===== src/sv/ajf_pkg.sv =====
// ajf_pkg: shared types, code point constants and the joining type lookup
// for the arabic joining form classifier; used by every module of the block
package ajf_pkg;

  localparam int unsigned CpW = 21;

  typedef logic [CpW-1:0] cp_t;

  typedef enum logic [1:0] {
    JT_NONE  = 2'd0,
    JT_RIGHT = 2'd1,
    JT_DUAL  = 2'd2,
    JT_CAUSE = 2'd3
  } join_type_e;

  typedef enum logic [1:0] {
    FORM_ISOL = 2'd0,
    FORM_INIT = 2'd1,
    FORM_MEDI = 2'd2,
    FORM_FINA = 2'd3
  } form_e;

  typedef struct packed {
    cp_t  code_point;
    logic last_in_run;
  } in_item_t;

  typedef struct packed {
    cp_t   char_value;
    form_e form;
    logic  run_end;
  } out_item_t;

  // up to two results per request, first one always written first
  typedef struct packed {
    logic [1:0] cnt;
    out_item_t  first;
    out_item_t  second;
  } q_push_t;

  localparam cp_t CpAlefMadda   = 21'h000622;
  localparam cp_t CpAlefHamzaLo = 21'h000625;
  localparam cp_t CpAlef        = 21'h000627;
  localparam cp_t CpBeh         = 21'h000628;
  localparam cp_t CpTehMarbuta  = 21'h000629;
  localparam cp_t CpTeh         = 21'h00062A;
  localparam cp_t CpKhah        = 21'h00062E;
  localparam cp_t CpDal         = 21'h00062F;
  localparam cp_t CpZain        = 21'h000632;
  localparam cp_t CpSeen        = 21'h000633;
  localparam cp_t CpGhain       = 21'h00063A;
  localparam cp_t CpTatweel     = 21'h000640;
  localparam cp_t CpFeh         = 21'h000641;
  localparam cp_t CpHeh         = 21'h000647;
  localparam cp_t CpWaw         = 21'h000648;
  localparam cp_t CpAlefMaksura = 21'h000649;
  localparam cp_t CpYeh         = 21'h00064A;
  localparam cp_t CpMongLo      = 21'h001820;
  localparam cp_t CpMongHi      = 21'h001842;

  function automatic join_type_e join_type_of(cp_t cp);
    join_type_e jt;
    jt = JT_NONE;
    if ((cp >= CpAlefMadda && cp <= CpAlefHamzaLo) || cp == CpAlef ||
        (cp >= CpDal && cp <= CpZain) || cp == CpWaw) begin
      jt = JT_RIGHT;
    end else if (cp == CpBeh || (cp >= CpTeh && cp <= CpKhah) ||
                 (cp >= CpSeen && cp <= CpGhain) || (cp >= CpFeh && cp <= CpHeh) ||
                 cp == CpAlefMaksura || cp == CpYeh ||
                 (cp >= CpMongLo && cp <= CpMongHi)) begin
      jt = JT_DUAL;
    end else if (cp == CpTatweel) begin
      jt = JT_CAUSE;
    end
    return jt;
  endfunction

  function automatic logic joins_forward(join_type_e t);
    return (t == JT_DUAL) || (t == JT_CAUSE);
  endfunction

  function automatic logic joins_backward(join_type_e t);
    return t != JT_NONE;
  endfunction

  function automatic form_e pick_form(join_type_e t, logic p, logic n);
    form_e f;
    f = FORM_ISOL;
    if (t == JT_NONE) begin
      f = FORM_ISOL;
    end else if (p && n) begin
      f = FORM_MEDI;
    end else if (p) begin
      f = FORM_FINA;
    end else if (n && t != JT_RIGHT) begin
      f = FORM_INIT;
    end
    return f;
  endfunction

endpackage


===== src/sv/ajf_front.sv =====
// ajf_front: accepts code points, classifies them and holds one back;
// pushes zero, one or two finished results into the queue. needs ajf_pkg
module ajf_front import ajf_pkg::*; (
  input  logic     clk_i,
  input  logic     rst_ni,
  input  logic     accept_i,
  input  in_item_t item_i,
  output q_push_t  push_o
);

  logic       held_valid_q, held_valid_d;
  cp_t        held_char_q, held_char_d;
  join_type_e held_type_q, held_type_d;
  logic       before_joins_q, before_joins_d;

  join_type_e cur_type;
  logic       cur_prev;
  out_item_t  held_res, last_res;

  always_comb begin
    cur_type = join_type_of(item_i.code_point);
    cur_prev = held_valid_q && joins_forward(held_type_q);

    held_res.char_value = held_char_q;
    held_res.form       = pick_form(held_type_q, before_joins_q, joins_backward(cur_type));
    held_res.run_end    = 1'b0;

    last_res.char_value = item_i.code_point;
    last_res.form       = pick_form(cur_type, cur_prev, 1'b0);
    last_res.run_end    = 1'b1;

    push_o.cnt    = 2'd0;
    push_o.first  = held_valid_q ? held_res : last_res;
    push_o.second = last_res;
    if (accept_i) begin
      push_o.cnt = 2'({1'b0, held_valid_q}) + 2'({1'b0, item_i.last_in_run});
    end

    held_valid_d   = held_valid_q;
    held_char_d    = held_char_q;
    held_type_d    = held_type_q;
    before_joins_d = before_joins_q;
    if (accept_i) begin
      // the last item of a run leaves nothing held
      held_valid_d   = !item_i.last_in_run;
      held_char_d    = item_i.last_in_run ? '0 : item_i.code_point;
      held_type_d    = item_i.last_in_run ? JT_NONE : cur_type;
      before_joins_d = item_i.last_in_run ? 1'b0 : cur_prev;
    end
  end

  always_ff @(posedge clk_i or negedge rst_ni) begin
    if (!rst_ni) begin
      held_valid_q   <= 1'b0;
      held_char_q    <= '0;
      held_type_q    <= JT_NONE;
      before_joins_q <= 1'b0;
    end else begin
      held_valid_q   <= held_valid_d;
      held_char_q    <= held_char_d;
      held_type_q    <= held_type_d;
      before_joins_q <= before_joins_d;
    end
  end

endmodule


===== src/sv/ajf_queue.sv =====
// ajf_queue: small result queue between front and back, up to two writes and one
// read per cycle; flop storage read only at the head. needs ajf_pkg
module ajf_queue import ajf_pkg::*; #(
  parameter int unsigned DEPTH = 4
) (
  input  logic      clk_i,
  input  logic      rst_ni,
  input  q_push_t   push_i,
  input  logic      pop_i,
  output logic      room_low_o,
  output logic      head_valid_o,
  output out_item_t head_o
);

  localparam int unsigned PtrW = (DEPTH > 1) ? $clog2(DEPTH) : 1;
  localparam int unsigned CntW = $clog2(DEPTH + 1);

  out_item_t       mem_q [DEPTH];
  logic [PtrW-1:0] wr_ptr_q, wr_ptr_d, rd_ptr_q, rd_ptr_d, wr_ptr_nx;
  logic [CntW-1:0] count_q, count_d;

  function automatic logic [PtrW-1:0] next_ptr(logic [PtrW-1:0] p);
    return (p == PtrW'(DEPTH - 1)) ? '0 : p + PtrW'(1);
  endfunction

  always_comb begin
    wr_ptr_nx = next_ptr(wr_ptr_q);
    unique case (push_i.cnt)
      2'd0:    wr_ptr_d = wr_ptr_q;
      2'd1:    wr_ptr_d = wr_ptr_nx;
      default: wr_ptr_d = next_ptr(wr_ptr_nx);
    endcase
    rd_ptr_d = pop_i ? next_ptr(rd_ptr_q) : rd_ptr_q;
    count_d  = count_q + CntW'(push_i.cnt) - CntW'(pop_i);
  end

  assign room_low_o   = count_q > CntW'(DEPTH - 2);
  assign head_valid_o = count_q != '0;
  assign head_o       = mem_q[rd_ptr_q];

  always_ff @(posedge clk_i) begin
    if (push_i.cnt != 2'd0) begin
      mem_q[wr_ptr_q] <= push_i.first;
    end
    if (push_i.cnt == 2'd2) begin
      mem_q[wr_ptr_nx] <= push_i.second;
    end
  end

  always_ff @(posedge clk_i or negedge rst_ni) begin
    if (!rst_ni) begin
      wr_ptr_q <= '0;
      rd_ptr_q <= '0;
      count_q  <= '0;
    end else begin
      wr_ptr_q <= wr_ptr_d;
      rd_ptr_q <= rd_ptr_d;
      count_q  <= count_d;
    end
  end

`ifndef NO_ASSERTIONS
  a_count_range: assert property (@(posedge clk_i) disable iff (!rst_ni)
    count_q <= CntW'(DEPTH))
    else $error("queue count beyond depth");
  a_no_overflow: assert property (@(posedge clk_i) disable iff (!rst_ni)
    (32'(count_q) + 32'(push_i.cnt)) <= DEPTH)
    else $error("queue overflow");
  a_no_underflow: assert property (@(posedge clk_i) disable iff (!rst_ni)
    pop_i |-> count_q != '0)
    else $error("queue underflow");
  a_push_cnt: assert property (@(posedge clk_i) disable iff (!rst_ni)
    push_i.cnt != 2'd3)
    else $error("more than two results pushed");
`endif

endmodule


===== src/sv/ajf_back.sv =====
// ajf_back: output register that drains the result queue one entry a cycle
// and holds its result while the receiver stalls. needs ajf_pkg
module ajf_back import ajf_pkg::*; (
  input  logic      clk_i,
  input  logic      rst_ni,
  input  logic      head_valid_i,
  input  out_item_t head_i,
  output logic      pop_o,
  output logic      out_valid_o,
  input  logic      out_stall_i,
  output out_item_t out_item_o
);

  logic      out_valid_q, out_valid_d;
  out_item_t out_item_q;

  // refill when the register is empty or being taken this cycle
  assign pop_o = head_valid_i && (!out_valid_q || !out_stall_i);

  always_comb begin
    out_valid_d = out_valid_q && out_stall_i;
    if (pop_o) begin
      out_valid_d = 1'b1;
    end
  end

  always_ff @(posedge clk_i) begin
    if (pop_o) begin
      out_item_q <= head_i;
    end
  end

  always_ff @(posedge clk_i or negedge rst_ni) begin
    if (!rst_ni) begin
      out_valid_q <= 1'b0;
    end else begin
      out_valid_q <= out_valid_d;
    end
  end

  assign out_valid_o = out_valid_q;
  assign out_item_o  = out_item_q;

endmodule


===== src/sv/arabic_joining_form_classifier_core.sv =====
// arabic_joining_form_classifier_core: top level of the joining form block
// depends on ajf_pkg, ajf_front, ajf_queue and ajf_back
//
// usage: code points of a run enter on in_item_i with in_valid_i; a request
// is taken at a rising edge with in_valid_i high and in_stall_o low.
// results leave on out_item_o with out_valid_o, taken when out_stall_i is low.
// one code point is held back until the next one shows its joining type, so
// a request normally releases the result of the one before it; the request
// marked last_in_run releases both the held result and its own (run_end set).
// throughput: one request per cycle while in_stall_o is low; a run of n code
// points gives n results. a released result is written into the result queue
// and then into the output register, behind anything already queued.
// the result queue holds QueueDepth entries; in_stall_o rises while fewer
// than two entries are free, so a stalled receiver backs up into the input.
// reset clears the held code point, the queue count and the output valid flag;
// no results are pending after reset.
module arabic_joining_form_classifier_core import ajf_pkg::*; #(
  parameter int unsigned QueueDepth = 4
) (
  input  logic      clk_i,
  input  logic      rst_ni,
  input  logic      in_valid_i,
  output logic      in_stall_o,
  input  in_item_t  in_item_i,
  output logic      out_valid_o,
  input  logic      out_stall_i,
  output out_item_t out_item_o
);

  logic      accept;
  q_push_t   push;
  logic      pop;
  logic      room_low;
  logic      head_valid;
  out_item_t head;

  assign in_stall_o = room_low;
  assign accept     = in_valid_i && !room_low;

  ajf_front u_front (
    .clk_i    (clk_i),
    .rst_ni   (rst_ni),
    .accept_i (accept),
    .item_i   (in_item_i),
    .push_o   (push)
  );

  ajf_queue #(
    .DEPTH (QueueDepth)
  ) u_queue (
    .clk_i        (clk_i),
    .rst_ni       (rst_ni),
    .push_i       (push),
    .pop_i        (pop),
    .room_low_o   (room_low),
    .head_valid_o (head_valid),
    .head_o       (head)
  );

  ajf_back u_back (
    .clk_i        (clk_i),
    .rst_ni       (rst_ni),
    .head_valid_i (head_valid),
    .head_i       (head),
    .pop_o        (pop),
    .out_valid_o  (out_valid_o),
    .out_stall_i  (out_stall_i),
    .out_item_o   (out_item_o)
  );

endmodule

===== config.mk =====
export PLATFORM = sky130hd
export DESIGN_NAME = arabic_joining_form_classifier_core
export DESIGN_NICKNAME = d
export VERILOG_FILES = /design/src/sv/ajf_pkg.sv /design/src/sv/ajf_front.sv /design/src/sv/ajf_queue.sv /design/src/sv/ajf_back.sv /design/src/sv/arabic_joining_form_classifier_core.sv
export SDC_FILE = /design/constraint.sdc
export NUM_CORES = 1
export LEC_CHECK = 0
export BUFFER_PORTS_ARGS = -buffer_cell sky130_fd_sc_hd__buf_2
export CAP_MARGIN = 20
export CORE_ASPECT_RATIO = 0.9
export CORE_MARGIN = 5
export CORE_UTILIZATION = 45
export DETAILED_ROUTE_END_ITERATION = 12
export GPL_ROUTABILITY_DRIVEN = 0
export PLACE_DENSITY = 0.63
export SLEW_MARGIN = 15
export SYNTH_ARGS = -nofsm -noshare
export SYNTH_HDL_FRONTEND = slang
export SYNTH_SLANG_ARGS = --single-unit

===== constraint.sdc =====
create_clock -name clk_i -period 5.7 [get_ports clk_i]
set_input_delay 0.285 -clock clk_i [delete_from_list [all_inputs] [get_ports clk_i]]
set_output_delay 0.285 -clock clk_i [all_outputs]
set_load 0.1 [all_outputs]

# Word level (Yosys, flattened, before mapping)
# Memory sizes are Yosys's and may differ from the RTL's. A register that Yosys moved wholly into a read port is not among the register bits.
# Index checks and enable logic that the tools add are counted.
[totals] out_inout_bits=26 elab_cells=98 memories=1 register_bits=33 inputBits=26 ram_bits=96
[classes] muxes=23 order_cmp=13 n_addsub=6 eq_ne=14 n_reduce_logical=33
[mem_list] name="u_queue.mem_q" words=4 width=24 read_ports=1 rd_clocked_by_memory_dff=1 wr=2 line_no="ajf_queue.sv:18" rtl="out_item_t mem_q [DEPTH];"
[op_table] cell="$eq A21 B11 Y1 const B" n=6
[op_table] cell="$ge A21 B11 Y1 const B" n=5
[op_table] cell="$le A21 B11 Y1 const B" n=5
[op_table] cell="$mux W2" n=13
[op_table] cell="$mux W24" n=1
[op_table] cell="$ge A21 B13 Y1 const B" n=1
[op_table] cell="$le A21 B13 Y1 const B" n=1
[op_table] cell="$mux W21" n=1
[op_table] cell="$eq A2 B2 Y1 const B" n=6
[op_table] cell="$logic_and A1 B1 Y1" n=12
[op_table] cell="$logic_or A1 B1 Y1" n=11
[op_table] cell="$mux W1" n=7
[op_table] cell="$add A2 B1 Y2 const B" n=3
[op_table] cell="$logic_not A2 Y1" n=3
[op_table] cell="$logic_not A1 Y1" n=4
[op_table] cell="$pmux W2 S2" n=1
[op_table] cell="$reduce_bool A2 Y1" n=2
[op_table] cell="$add A3 B2 Y3" n=1
[op_table] cell="$gt A3 B2 Y1 const B" n=1
[op_table] cell="$reduce_bool A3 Y1" n=1
[op_table] cell="$sub A3 B1 Y3" n=1
[op_table] cell="$add A1 B1 Y2" n=1
[op_table] cell="$eq A2 B1 Y1 const B" n=1
[op_table] cell="$ne A2 B1 Y1 const B" n=1

# Logic depth before layout (Yosys ltp)
[logic_depth] ltp_word=17 depth_mapped=9 depth_no_buf=9

# Modules after synthesis
# A second synthesis with hierarchy kept.
[hier_totals] hier_cells=537 area_unflattened_um2=7880.1
[modules_own_cells] mod="ajf_queue" seq_area_each_um2=3057.9 area_per_inst_um2=5198.7 instances=1 cells_per_inst=290
[modules_own_cells] mod="ajf_front" seq_area_each_um2=625.6 area_per_inst_um2=1903.1 instances=1 cells_per_inst=219
[modules_own_cells] mod="ajf_back" seq_area_each_um2=745.7 area_per_inst_um2=764.5 instances=1 cells_per_inst=27
[modules_own_cells] mod="arabic_joining_form_classifier_core" seq_area_each_um2=0.0 area_per_inst_um2=13.8 instances=1 cells_per_inst=1

# Worst setup path after synthesis
# OpenSTA, ideal clock, no wires.
[synth_path] path_kind="register to register" start="register u_back.out_valid_q (netlist: u_back.out_valid_o)" end="register u_queue.count_q[2]" period_less_slack_ns=3.663 setup_slack_ns=2.037 arrival_time_ns=3.540 stages_incl_launch_ff=9 t_required_ns=5.577 n_path_buf=0 setup_ns=0.123 path_cell_list="dfrtp_1 a21oi_1 ha_1 inv_1 ha_1 inv_1 fa_1 xor2_1 xnor2_1"
[synth_via] elab_chain_cells=4
[synth_lines] element="start, declared" line_no="ajf_back.sv:14" rtl="logic out_valid_q, out_valid_d;"
[synth_lines] element="start signal, assigned" line_no="ajf_back.sv:37" rtl="out_valid_q <= out_valid_d;"
[synth_lines] element="$logic_not A1 Y1" line_no="ajf_back.sv:18" rtl="assign pop_o = head_valid_i && (!out_valid_q || !out_stall_i);"
[synth_lines] element="$logic_or A1 B1 Y1" line_no="ajf_back.sv:18"
[synth_lines] element="$logic_and A1 B1 Y1" line_no="ajf_back.sv:18"
[synth_lines] element="net pop" line_no="arabic_joining_form_classifier_core.sv:32" rtl="logic pop;"
[synth_lines] element="$sub A3 B1 Y3" line_no="ajf_queue.sv:34" rtl="count_d = count_q + CntW'(push_i.cnt) - CntW'(pop_i);"
[synth_lines] element="net u_queue.count_d[2]" line_no="ajf_queue.sv:20" rtl="logic [CntW-1:0] count_q, count_d;"
[synth_lines] element="end signal, assigned" line_no="ajf_queue.sv:58" rtl="count_q <= count_d;"
[synth_lines] element="end, declared" line_no="ajf_queue.sv:20"
# The timed path passes the listed nets, and every way through them passes these cells.
# A chain may end at the register's enable or synchronous reset.

==> results.cfg <==
[route]
wl_per_cell_um = 21.47
wirelength_um = 17480
first_pass_iters = 5
ant_nets = 0
drc = 0
via_count = 4993
drtIter0Drc = 523
viasPerCell = 6.134

[logic_synthesis]
yosysWarningCount = 0
yosysTopAreaCellShare_pct = 47.20
synth_flop_cell = edfxtp_1
synth_edf_count = 116
syn_avg_cell_area_sq_um = 13.18
synth_most_common_cell = edfxtp_1
syn-cell-area_sq_um = 7380
synth_fp_nets = 597
synthArstFlopShare_pct = 21.57
yosys.area.top_type = edfxtp_1
ys_types = 63
synthCells = 560
synthTopCellsByCount = edfxtp_1, a22o_1, nand2_1
netlist_top_cells_area = edfxtp_1, dfrtp_1, a22o_1
synth-seq-cells = 153
ys_seq_area_share_pct = 59.48

[timing]
setup_tns_ns = 0
period_needed_ns = 3.325
finalCritPeriodShare_pct = 58.33
setup_viol = 0
rsz0062_at_grt = no
fin_hold_ws_ns = 0.1219
fmax_mhz = 300.8
maxSlewHeadroom_pct = 25.95
finClkSkew_ns = 0.006497
worst_pin_slew_ns = 1.111
finalMaxSlewViolations = 0
hold_viol_final = 0

[global_routing]
antenna_found_initial = 0
grt_use_total_pct = 18.55
grt_pass1_vias = 5037
grt-ovfl-total = 0
grt_pass1_wl_um = 27800
grt_start_max_net_pins = 53

[worst_setup_path]
critPathKind = flop to flop
cp_slowest_stage_delay_ns = 0.78
worst_ep_required_time_ns = 5.99
startpoint_type = flop
cp.arrival_ns = 3.61
cp-end-kind = flop
path_max_fanout = 52
crit_chain = a21oi_1 > nand2_1 > buf_4 > nor2_1 > nand2_1 > a21oi_1 > and2_1 > a22o_1
critPathSlowestCell = and2_1

[pwr]
peakVddDrop_v = 0.0003484
power_density_nw_per_um2 = 518.5
p_leak_nw = 3.001

[cts]
clockBufferDepth = 2
cts_tree = done
ctsHtreeMaxLevel = 4
cts_resized = 0
cts_setup_buffers = 0
clk_latency_ns = 0.42
cts.sinks = 153
numCtsBuffers = 17
path_clk_slew_ns = 0.06
cts-root-buf = clkbuf_16

[outcome]
outcome = completed

[flow_run]
max_cap_viol_count = 0

[cells_and_area]
final_area_sq_um = 8443
drive_gt1_share_pct = 21.42
synthToLayoutAreaGrowth_pct = 14.41
fill_cells = 1342
fin_nets = 631
n_antenna_cell = 0

[floorplanning]
die_h_um = 131.5
core_sq_um = 16130
die_w_um = 145.0
io_pins = 52
std_cell_rows = 44
dieArea_sq_um = 19060
initial_core_util_pct = 45.75

[worst_hold_path]
min_path_type = primary input to flop

[placed_design]
io_buffers = 51
hpwl_um = 10810
dpl-instance-area_sq_um = 7800
state kept, by name (all words and copies together), names as in the netlist:
name and count:
u_queue.mem_q 96, u_front.held_char_q 21, u_queue.wr_ptr_q 2, u_queue.count_q 3, u_back.out_valid_o 1, u_back.out_item_o 24, u_front.held_type_q 2, u_front.held_valid_q 1
u_queue.rd_ptr_q 2, u_front.before_joins_q 1
critical path, delay by kind of cell, from the launching register on:
kind,cells,cell delay [ns]
AO/OA/AOI/OAI,3,0.76
AND/OR/NAND/NOR,4,1.77
buffers and inverters,1,0.27
flip-flops,1,0.39
area by class of cell:
| class | count | area [sq um] | share of cell area (%) |
|---|---|---|---|
| inverters | 10 | 37.54 | 0.4446 |
| well taps | 207 | 259.0 | 3.068 |
| flip-flops and latches | 153 | 4389 | 51.99 |
| clock inverters | 12 | 148.9 | 1.763 |
| multi-input cells | 349 | 2784 | 32.97 |
| repair buffers | 63 | 367.9 | 4.357 |
| clock buffers | 20 | 456.7 | 5.409 |
worst paths after layout:
path | from | cells past startpoint | slack [ns] | end
max | u_queue.count_q[0]$_DFF_PN0_ | 8 | 2.38 | u_queue.mem_q[0][23]$_DFFE_PP_
max reg2reg | u_queue.count_q[0]$_DFF_PN0_ | 8 | 2.38 | u_queue.mem_q[0][23]$_DFFE_PP_
min | out_stall_i | 3 | 0.12 | u_back.out_valid_o$_DFF_PN0_
min in group asynchronous | rst_ni | 2 | 0.50 | u_queue.count_q[1]$_DFF_PN0_
max in group asynchronous | rst_ni | 2 | 4.69 | u_front.held_char_q[10]$_DFFE_PN0P_
min reg2reg | u_queue.mem_q[1][0]$_SDFFE_PP1P_ | 1 | 0.46 | u_queue.mem_q[1][0]$_SDFFE_PP1P_
metal layers:
metal | vias up | share of wire (%) | global-route usage (%)
li1 | 2267 | - | -
met1 | 2536 | 44 | 25.15
met2 | 166 | 48 | 29.51
met3 | 24 | 6.2 | 3.581
met4 | 0 | 2.0 | 7.584
met5 | - | 0 | 0
layout by cell type, fill, tap and decap left out, types with 10 or more instances in the layout:
cell and instances:
nor2_1 16, ha_1 10, o21ai_0 26, clkbuf_16 17, nand2b_1 21, mux4_2 24, buf_4 10, dfrtp_1 33
a22o_1 84, inv_1 10, nand2_1 57, buf_2 51, edfxtp_1 116, nor3_1 10
where the power goes:
part	internal, mW	switching [mW]
registers	1.53	0.170
clock network	0.708	0.432
logic	0.419	1.12
metrics by stage:
stage	setup slack [ns]	cells	utilization, %	power [mW]
floorplan	2.037	560	-	2.936
global placement	2.579	780	48.36	3.233
detailed placement	2.402	780	48.36	3.268
CTS	2.421	813	52.17	4.406
global route	2.000	814	52.34	4.575
finish	2.375	814	52.34	4.377
cell families (layout without fill, tap and decap cells):
| family | Yosys count | in the layout | share of synthesized area [%] |
|---|---|---|---|
| muxes | 27 | 27 | 7.765 |
| DFF | 153 | 153 | 59.48 |
| buffers and inverters | 58 | 105 | 2.950 |
| adders and majority gates | 11 | 11 | 1.967 |
| AOI/OAI and AO/OA | 155 | 155 | 16.23 |
| xor gates and xnor gates | 5 | 5 | 0.5935 |
| and+or+nand+nor | 151 | 151 | 11.02 |
timing repair:
item                       in CTS  in global routing
hold buffers                    1                  0
setup endpoints to repair       0                  0
hold endpoints to repair       33                  0
No activity file was read; power rests on OpenSTA's default activity.
